### src/design/slpwk_pkg.sv
// ----------------------------------------------------------------------------
// slpwk_pkg
// Shared constants and controller/datapath interface types for the sleep
// wake-up table.
// ----------------------------------------------------------------------------
package slpwk_pkg;

    localparam int SLOTS     = 16;
    localparam int ID_BITS   = 8;
    localparam int SLOT_W    = $clog2(SLOTS);
    localparam int CNT_W     = $clog2(SLOTS + 1);
    localparam int TASK_ID_W = 8;
    localparam int WAKE_W    = 63;

    // s_axis_tdata: task_id, wake_time, current_time, zero padded to bytes
    localparam int IN_FIELDS_W  = TASK_ID_W + 2 * WAKE_W;
    localparam int IN_TDATA_W   = ((IN_FIELDS_W + 7) / 8) * 8;
    // m_axis_tdata: woken_id, earliest_wake, zero padded to bytes
    localparam int OUT_FIELDS_W = TASK_ID_W + WAKE_W;
    localparam int OUT_TDATA_W  = ((OUT_FIELDS_W + 7) / 8) * 8;
    localparam int OUT_TUSER_W  = 2;

    localparam logic              CMD_SLEEP = 1'b0;
    localparam logic              CMD_TICK  = 1'b1;
    localparam logic [WAKE_W-1:0] WAKE_NONE = {WAKE_W{1'b1}};

    // Commands from controller to datapath
    typedef struct packed {
        logic              load_in;     // capture accepted input word
        logic              do_sleep;    // append entry and emit sleep result
        logic              scan_start;  // clear scan accumulators
        logic              scan_step;   // examine one table entry
        logic              scan_last;   // final entry of the scan
        logic [SLOT_W-1:0] scan_idx;
        logic              emit;        // load one tick result into output
        logic              emit_none;   // tick woke nobody
        logic              emit_last;
        logic [SLOT_W-1:0] emit_idx;
    } t_dp_cmd;

    // Status from datapath to controller
    typedef struct packed {
        logic             cmd;
        logic [CNT_W-1:0] count;
        logic [CNT_W-1:0] nwoken;
        logic             out_free;
    } t_dp_stat;

endpackage

### src/design/slpwk_ctrl.sv
// ----------------------------------------------------------------------------
// slpwk_ctrl
// Sequencer: accepts a word, runs the sleep append or the tick scan, then
// steps the woken results out.
// ----------------------------------------------------------------------------
module slpwk_ctrl (
    input  logic               i_clk,
    input  logic               i_rst_n,
    input  logic               i_s_tvalid,
    output logic               o_s_tready,
    input  slpwk_pkg::t_dp_stat i_stat,
    output slpwk_pkg::t_dp_cmd  o_cmd
);
    import slpwk_pkg::*;

    localparam logic [1:0] ST_IDLE = 2'd0;
    localparam logic [1:0] ST_EXEC = 2'd1;
    localparam logic [1:0] ST_SCAN = 2'd2;
    localparam logic [1:0] ST_EMIT = 2'd3;

    logic [1:0]        r_state, n_state;
    logic [SLOT_W-1:0] r_idx, n_idx;
    logic [SLOT_W-1:0] r_k, n_k;
    logic              w_scan_last;
    logic              w_emit_last;

    assign w_scan_last = ({1'b0, r_idx} + CNT_W'(1)) == i_stat.count;
    assign w_emit_last = (i_stat.nwoken == '0) ||
                         (({1'b0, r_k} + CNT_W'(1)) == i_stat.nwoken);

    always_comb begin
        n_state    = r_state;
        n_idx      = r_idx;
        n_k        = r_k;
        o_s_tready = 1'b0;
        o_cmd      = '0;
        o_cmd.scan_idx  = r_idx;
        o_cmd.scan_last = w_scan_last;
        o_cmd.emit_idx  = r_k;
        o_cmd.emit_last = w_emit_last;
        o_cmd.emit_none = (i_stat.nwoken == '0);
        case (r_state)
            ST_IDLE: begin
                o_s_tready = 1'b1;
                if (i_s_tvalid) begin
                    o_cmd.load_in = 1'b1;
                    n_state       = ST_EXEC;
                end
            end
            ST_EXEC: begin
                if (i_stat.cmd == CMD_SLEEP) begin
                    if (i_stat.out_free) begin
                        o_cmd.do_sleep = 1'b1;
                        n_state        = ST_IDLE;
                    end
                end else begin
                    o_cmd.scan_start = 1'b1;
                    n_idx            = '0;
                    n_k              = '0;
                    n_state          = (i_stat.count == '0) ? ST_EMIT : ST_SCAN;
                end
            end
            ST_SCAN: begin
                o_cmd.scan_step = 1'b1;
                if (w_scan_last) begin
                    n_state = ST_EMIT;
                end else begin
                    n_idx = r_idx + SLOT_W'(1);
                end
            end
            ST_EMIT: begin
                if (i_stat.out_free) begin
                    o_cmd.emit = 1'b1;
                    if (w_emit_last) begin
                        n_state = ST_IDLE;
                    end else begin
                        n_k = r_k + SLOT_W'(1);
                    end
                end
            end
            default: begin
                n_state = ST_IDLE;
            end
        endcase
    end

    always_ff @(posedge i_clk) begin
        if (!i_rst_n) begin
            r_state <= ST_IDLE;
            r_idx   <= '0;
            r_k     <= '0;
        end else begin
            r_state <= n_state;
            r_idx   <= n_idx;
            r_k     <= n_k;
        end
    end

endmodule

### src/design/slpwk_dp.sv
// ----------------------------------------------------------------------------
// slpwk_dp
// Datapath: input word register, sleep table with in-place compaction,
// woken-id buffer, earliest-wake tracking and the output register.
// ----------------------------------------------------------------------------
module slpwk_dp (
    input  logic                              i_clk,
    input  logic                              i_rst_n,
    input  logic [slpwk_pkg::IN_TDATA_W-1:0]  i_s_tdata,
    input  logic                              i_s_tuser,
    output logic                              o_m_tvalid,
    input  logic                              i_m_tready,
    output logic [slpwk_pkg::OUT_TDATA_W-1:0] o_m_tdata,
    output logic [slpwk_pkg::OUT_TUSER_W-1:0] o_m_tuser,
    output logic                              o_m_tlast,
    input  slpwk_pkg::t_dp_cmd                i_cmd,
    output slpwk_pkg::t_dp_stat               o_stat
);
    import slpwk_pkg::*;

    // Captured input word
    logic               r_cmd;
    logic [ID_BITS-1:0] r_task_id;
    logic [WAKE_W-1:0]  r_wake;
    logic [WAKE_W-1:0]  r_now;

    // Table and scan state
    logic [WAKE_W-1:0]  r_ent_wake [SLOTS];
    logic [ID_BITS-1:0] r_ent_id   [SLOTS];
    logic [ID_BITS-1:0] r_woken    [SLOTS];
    logic [CNT_W-1:0]   r_count, n_count;
    logic [WAKE_W-1:0]  r_min, n_min;
    logic [CNT_W-1:0]   r_keep;
    logic [CNT_W-1:0]   r_nwoken;

    // Output register
    logic                   r_out_valid;
    logic [TASK_ID_W-1:0]   r_out_id;
    logic [WAKE_W-1:0]      r_out_wake;
    logic                   r_out_woken;
    logic                   r_out_full;
    logic                   r_out_last;

    logic               w_full;
    logic [WAKE_W-1:0]  w_rd_wake;
    logic [ID_BITS-1:0] w_rd_id;
    logic               w_wakes;
    logic [CNT_W-1:0]   w_keep_next;

    assign w_full      = (r_count == CNT_W'(SLOTS));
    assign w_rd_wake   = r_ent_wake[i_cmd.scan_idx];
    assign w_rd_id     = r_ent_id[i_cmd.scan_idx];
    assign w_wakes     = (w_rd_wake <= r_now);
    assign w_keep_next = w_wakes ? r_keep : r_keep + CNT_W'(1);

    always_comb begin
        n_count = r_count;
        n_min   = r_min;
        if (i_cmd.do_sleep && !w_full) begin
            n_count = r_count + CNT_W'(1);
            if (r_wake < r_min) begin
                n_min = r_wake;
            end
        end else if (i_cmd.scan_start) begin
            n_min = WAKE_NONE;
        end else if (i_cmd.scan_step) begin
            if (!w_wakes && (w_rd_wake < r_min)) begin
                n_min = w_rd_wake;
            end
            if (i_cmd.scan_last) begin
                n_count = w_keep_next;
            end
        end
    end

    always_ff @(posedge i_clk) begin
        if (!i_rst_n) begin
            r_count     <= '0;
            r_min       <= WAKE_NONE;
            r_out_valid <= 1'b0;
        end else begin
            r_count <= n_count;
            r_min   <= n_min;
            if (i_cmd.do_sleep || i_cmd.emit) begin
                r_out_valid <= 1'b1;
            end else if (i_m_tready) begin
                r_out_valid <= 1'b0;
            end
        end
    end

    // Payload and table storage
    always_ff @(posedge i_clk) begin
        if (i_cmd.load_in) begin
            r_cmd     <= i_s_tuser;
            r_task_id <= i_s_tdata[ID_BITS-1:0];
            r_wake    <= i_s_tdata[TASK_ID_W +: WAKE_W];
            r_now     <= i_s_tdata[TASK_ID_W + WAKE_W +: WAKE_W];
        end
        if (i_cmd.do_sleep && !w_full) begin
            r_ent_wake[r_count[SLOT_W-1:0]] <= r_wake;
            r_ent_id[r_count[SLOT_W-1:0]]   <= r_task_id;
        end
        if (i_cmd.scan_start) begin
            r_keep   <= '0;
            r_nwoken <= '0;
        end else if (i_cmd.scan_step) begin
            if (w_wakes) begin
                r_woken[r_nwoken[SLOT_W-1:0]] <= w_rd_id;
                r_nwoken <= r_nwoken + CNT_W'(1);
            end else begin
                // close up survivors in their original order
                r_ent_wake[r_keep[SLOT_W-1:0]] <= w_rd_wake;
                r_ent_id[r_keep[SLOT_W-1:0]]   <= w_rd_id;
            end
            r_keep <= w_keep_next;
        end
        if (i_cmd.do_sleep) begin
            r_out_id    <= '0;
            r_out_woken <= 1'b0;
            r_out_last  <= 1'b1;
            r_out_full  <= w_full;
            r_out_wake  <= n_min;
        end else if (i_cmd.emit) begin
            r_out_id    <= i_cmd.emit_none ? '0 : TASK_ID_W'(r_woken[i_cmd.emit_idx]);
            r_out_woken <= !i_cmd.emit_none;
            r_out_last  <= i_cmd.emit_last;
            r_out_full  <= 1'b0;
            r_out_wake  <= r_min;
        end
    end

    assign o_m_tvalid = r_out_valid;
    assign o_m_tdata  = OUT_TDATA_W'({r_out_wake, r_out_id});
    assign o_m_tuser  = {r_out_full, r_out_woken};
    assign o_m_tlast  = r_out_last;

    assign o_stat.cmd      = r_cmd;
    assign o_stat.count    = r_count;
    assign o_stat.nwoken   = r_nwoken;
    assign o_stat.out_free = !r_out_valid || i_m_tready;

endmodule

### src/design/sleep_wakeup_table_unit.sv
// ----------------------------------------------------------------------------
// sleep_wakeup_table_unit
// Alarm-clock sleep queue: a table of sleeping tasks woken by timer ticks.
// ----------------------------------------------------------------------------
// Usage: each input word is either a sleep request (tuser = 0) that appends
// a task id and wake tick to the table, or a timer tick (tuser = 1) carrying
// the current time. A sleep gives one result word: the new earliest wake
// tick, and a table_full flag when the table already holds SLOTS tasks (the
// request is then dropped). A tick removes every task whose wake tick is at
// or below the current time and returns one word per woken id in the order
// the tasks went to sleep, tlast on the final one; a tick that wakes nobody
// gives one word with woken_valid low. Every result of a tick carries the
// earliest wake tick recomputed over the survivors (all ones when the table
// is empty). The scan reads and compacts the table one entry per cycle
// and then steps woken ids out one per cycle while the output register
// is free to take them. A new word is accepted while a finished result
// still sits in the output register.
// ----------------------------------------------------------------------------
module sleep_wakeup_table_unit (
    input  logic                              i_clk,
    input  logic                              i_rst_n,
    input  logic                              s_axis_tvalid,
    output logic                              s_axis_tready,
    // [7:0] task_id, [70:8] wake_time, [133:71] current_time, rest zero
    input  logic [slpwk_pkg::IN_TDATA_W-1:0]  s_axis_tdata,
    // [0] command: 0 sleep, 1 tick
    input  logic                              s_axis_tuser,
    output logic                              m_axis_tvalid,
    input  logic                              m_axis_tready,
    // [7:0] woken_id, [70:8] earliest_wake, rest zero
    output logic [slpwk_pkg::OUT_TDATA_W-1:0] m_axis_tdata,
    // [0] woken_valid, [1] table_full
    output logic [slpwk_pkg::OUT_TUSER_W-1:0] m_axis_tuser,
    output logic                              m_axis_tlast
);
    import slpwk_pkg::*;

    t_dp_cmd  w_cmd;
    t_dp_stat w_stat;

    // Sequencer: IDLE accepts, EXEC runs the sleep or starts a scan,
    // SCAN walks the table, EMIT streams the woken ids.
    slpwk_ctrl u_ctrl (
        .i_clk      (i_clk),
        .i_rst_n    (i_rst_n),
        .i_s_tvalid (s_axis_tvalid),
        .o_s_tready (s_axis_tready),
        .i_stat     (w_stat),
        .o_cmd      (w_cmd)
    );

    // Table storage, compaction, earliest-wake tracking, output register
    slpwk_dp u_dp (
        .i_clk      (i_clk),
        .i_rst_n    (i_rst_n),
        .i_s_tdata  (s_axis_tdata),
        .i_s_tuser  (s_axis_tuser),
        .o_m_tvalid (m_axis_tvalid),
        .i_m_tready (m_axis_tready),
        .o_m_tdata  (m_axis_tdata),
        .o_m_tuser  (m_axis_tuser),
        .o_m_tlast  (m_axis_tlast),
        .i_cmd      (w_cmd),
        .o_stat     (w_stat)
    );

endmodule
### config.mk
export PLATFORM = sky130hd
export DESIGN_NAME = sleep_wakeup_table_unit
export DESIGN_NICKNAME = d
export VERILOG_FILES = /design/src/design/slpwk_pkg.sv /design/src/design/slpwk_ctrl.sv /design/src/design/slpwk_dp.sv /design/src/design/sleep_wakeup_table_unit.sv
export SDC_FILE = /design/constraint.sdc
export NUM_CORES = 2
export LEC_CHECK = 0
export BUFFER_PORTS_ARGS = -buffer_cell sky130_fd_sc_hd__buf_2
export CAP_MARGIN = 20
export CORE_MARGIN = 5
export CORE_UTILIZATION = 56
export DETAILED_ROUTE_END_ITERATION = 8
export HOLD_SLACK_MARGIN = 0.08
export MAX_ROUTING_LAYER = met4
export PLACE_DENSITY = 0.73
export SLEW_MARGIN = 20
export SYNTH_ARGS = -nofsm -noshare
export SYNTH_HDL_FRONTEND = slang
export SYNTH_SLANG_ARGS = --single-unit
### constraint.sdc
create_clock -name i_clk -period 8.6 [get_ports i_clk]
set_input_delay 0.43 -clock i_clk [delete_from_list [all_inputs] [get_ports i_clk]]
set_output_delay 0.43 -clock i_clk [all_outputs]
set_load 0.01 [all_outputs]
==> impl_metrics.toml <==
[yosys]
synth.net_count = 3975
syn-instance-count = 3638
syn_area_per_cell_um2 = 18.0
yosysUniqueCellTypes = 68
synth_edf_count = 1463
post-synth-top-area-fraction = 0.671
async_reset_ff_frac = 0
synth_area_leaders = "edfxtp_1 67%, mux4_2 13%, ha_1 3.7%"
yosysTopAreaCell = "edfxtp_1"
synth_seq_cells = 1570
synth_ff_type = "edfxtp_1"
mappedNetlistArea_um2 = 65500
synth_seq_area_share = 0.704
ys_warn_count = 0

[die]
initial_core_util = 0.563
core_area_um2 = 116000
io_pins = 218
num_rows = 125
die_h_um = 352
fp.dieArea_um2 = 124000
die_width_um = 352

[sta]
clock_skew_ns = 0.0325
fin_hold_ws_ns = 0.190
rsz0062_at_grt = "false"
fmaxAchievable_mhz = 134
period_share = 0.870
setup_violations = 0
finalSetupTns_ns = 0
worst_slew_pin_slew_ns = 1.22
fin_crit_ns = 7.48
finalMaxSlewViolations = 0
maxSlewHeadroom = 0.178
hold_viol_final = 0

[pwr]
power.density_nw_per_um2 = 230
finalPower_mw = 17.3
p_leak_nw = 25.8
ir_drop_mv = 0.233

[worst_setup_path]
start_kind = "register"
cp_slowest_cell = "nor2_4"
crit_chain = "buf_12, buf_4, mux4_2, mux4_2, ha_1, nand4_1, or4_1, o21ai_0, o21ai_0, a21oi_4, a31oi_1, nor2_4, buf_12"
max_stage_delay_ns = 1.01
crit_type = "reg2reg"
critPathArrivalTime_ns = 7.88
cp_max_fo = 50
r2r_cells = 13
rr_endpoint = "u_dp.r_ent_wake[7][54]"
cp-end-kind = "register"
crit_required_ns = 9.00
reg2reg_slack_ns = 1.12

[clocking]
clk_path_buf_depth = 3
htreeDepth = 4
clock_latency_ns = 0.78
cts_tree = "built"
cts_sinks = 1570
clockRootBuffer = "clkbuf_16"
postCtsSetupRepairBufs = 0
numCtsBuffers = 157
clk_pin_slew_worst_paths_ns = 0.06

[worst_hold_path]
min_path_type = "in2reg"
whs_path_depth = 3
holdCritStartpoint = "s_axis_tvalid"
whs_endpoint = "u_ctrl.r_state[0]"

[placement]
gp_congestion = 0.866
portBuffers = 214
dpl_cell_area_um2 = 68800
hpwl_um = 95900

[finish]
nNetsFinal = 4382
final_layout_size_suffix_gt1_frac = 0.229
postLayoutCellArea_um2 = 75200
syn2layout_area_growth_pct = 14.9

[grt]
grt_antenna_before_repair = 1
grt_overflow = 0
grt_use_total = 0.277
grt_pass1_vias = 36700
grt_start_max_net_pins = 70
grt_first_pass_wirelength_um = 242000

[status]
status = "complete, no violations"

[flow_run]
maxCapViolations = 0

[drt]
vias = 36900
drt-total-wl_um = 165000
drtIter0Drc = 4502
drcViolationCount = 0
drtAntennaViolNets = 0
avgViaCountPerCell = 6.47
dr.pass1.iters = 6
wl_per_cell_um = 29.0
## worst max-delay path by stage
stage,from,end,slack (ns)
finish,register,u_dp.r_ent_wake[7][54],1.12
global placement,register,u_dp.r_ent_wake[5][41],1.32
floorplan,register,u_dp.r_ent_id[13][0],0.65
detailed placement,register,u_dp.r_ent_wake[7][39],1.32
global route,register,u_dp.r_ent_wake[6][54],1.04
CTS,register,u_dp.r_ent_wake[7][54],1.28
## power by group
group          leakage [nW]  internal [mW]  switching [mW]
combinational          9.28          0.619            1.12
sequential             14.1           8.75           0.133
clock                  2.42           3.81            2.86
## cell families after synthesis
logic type                 after synthesis  share of synthesized area
and+or+nand+nor                        617                     0.0452
xor gates and xnor gates                14                    0.00187
muxes                                  470                      0.146
other                                    1                  0.0000573
adders and majority gates              196                     0.0375
AOI/OAI and AO/OA                      426                     0.0425
buffers and inverters                  344                     0.0231
DFF                                   1570                      0.704
## cell usage in the layout (no fill, tap or decap), types with 18 or more instances in the layout
cell	netlist	layout
a211oi_1	140	139
a21o_1	28	27
a21oi_1	81	80
and3_1	22	22
buf_12	6	32
buf_2	56	214
buf_4	10	65
clkbuf_1	116	35
clkbuf_16	0	160
clkinv_1	0	33
clkinv_2	0	20
dfxtp_1	107	102
dlygate4sd3_1	0	136
edfxtp_1	1463	1463
ha_1	196	196
inv_1	145	143
mux2i_1	81	81
mux4_2	385	385
nand2_1	267	267
nand3_1	88	87
nand4_1	35	35
nor2_1	58	41
nor2b_1	18	18
nor4_1	68	68
o21ai_0	105	104
## per-stage QoR
step	worst slack, ns	std cells	util
after floorplan	0.650	3638	-
after global placement	1.32	5272	0.592
after detailed placement	1.32	5273	0.592
after CTS	1.28	5695	0.647
after global routing	1.04	5696	0.647
final	1.12	5697	0.647
## registers in the layout (all words and copies together) (netlist names), named ones only
signal and cells:
u_dp.r_ent_wake 1008, u_dp.r_ent_id 128, u_dp.r_woken 128, u_dp.r_min 63, u_dp.r_now 63, u_dp.r_out_wake 63
u_dp.r_wake 63, u_dp.r_out_id 8, u_dp.r_task_id 8, u_dp.r_count 5, u_dp.r_keep 5, u_dp.r_nwoken 5
u_ctrl.r_idx 4, u_ctrl.r_k 4, u_ctrl.r_state 1, u_dp.o_m_tlast 1, u_dp.o_m_tvalid 1, u_dp.r_cmd 1
u_dp.r_out_full 1, u_dp.r_out_woken 1
## final cells by class
class,count,area [um^2]
diodes,1,2.50
clock buffers,201,4220
clock inverters,85,805
fillers,7686,41000
inverters,145,547
multi-input cells,1724,18100
flip-flops and latches,1570,46100
well taps,1524,1910
repair buffers,447,3560
## layer usage
metal  GRT usage  vias up  part of all wire  wire, um
li1            -    15600                 -         -
met1       0.384    18900              0.40     65600
met2       0.428     2028              0.48     78900
met3      0.0539      331             0.098     16100
met4      0.0792        0             0.028      4590
met5           -        -                 0         0
## worst max-delay path: cells and delay by family (launching register included)
family / cells / cell delay [ns]
AND/OR/NAND/NOR: 3 / 1.80
adder cells (fa/ha/maj): 1 / 0.34
buffers and inverters: 3 / 1.10
multiplexers: 2 / 1.10
AO/OA/AOI/OAI: 4 / 2.15
flip-flops: 1 / 0.56
## synthesized netlist by cell type (10+ instances only)
cell / number
edfxtp_1: 1463
mux4_2: 385
nand2_1: 267
ha_1: 196
inv_1: 145
a211oi_1: 140
clkbuf_1: 116
dfxtp_1: 107
o21ai_0: 105
nand3_1: 88
a21oi_1: 81
mux2i_1: 81
nor4_1: 68
nor2_1: 58
buf_2: 56
nand4_1: 35
a21o_1: 28
and3_1: 22
nor2b_1: 18
nor3_1: 15
buf_4: 10
nand2b_1: 10
## what timing repair did
| item | CTS | global route |
|---|---|---|
| gates resized for setup | 0 | 0 |
| hold buffers | 136 | 0 |
| endpoints found under the hold margin | 136 | 0 |
Note: power is estimated with default switching activity, not from simulation.
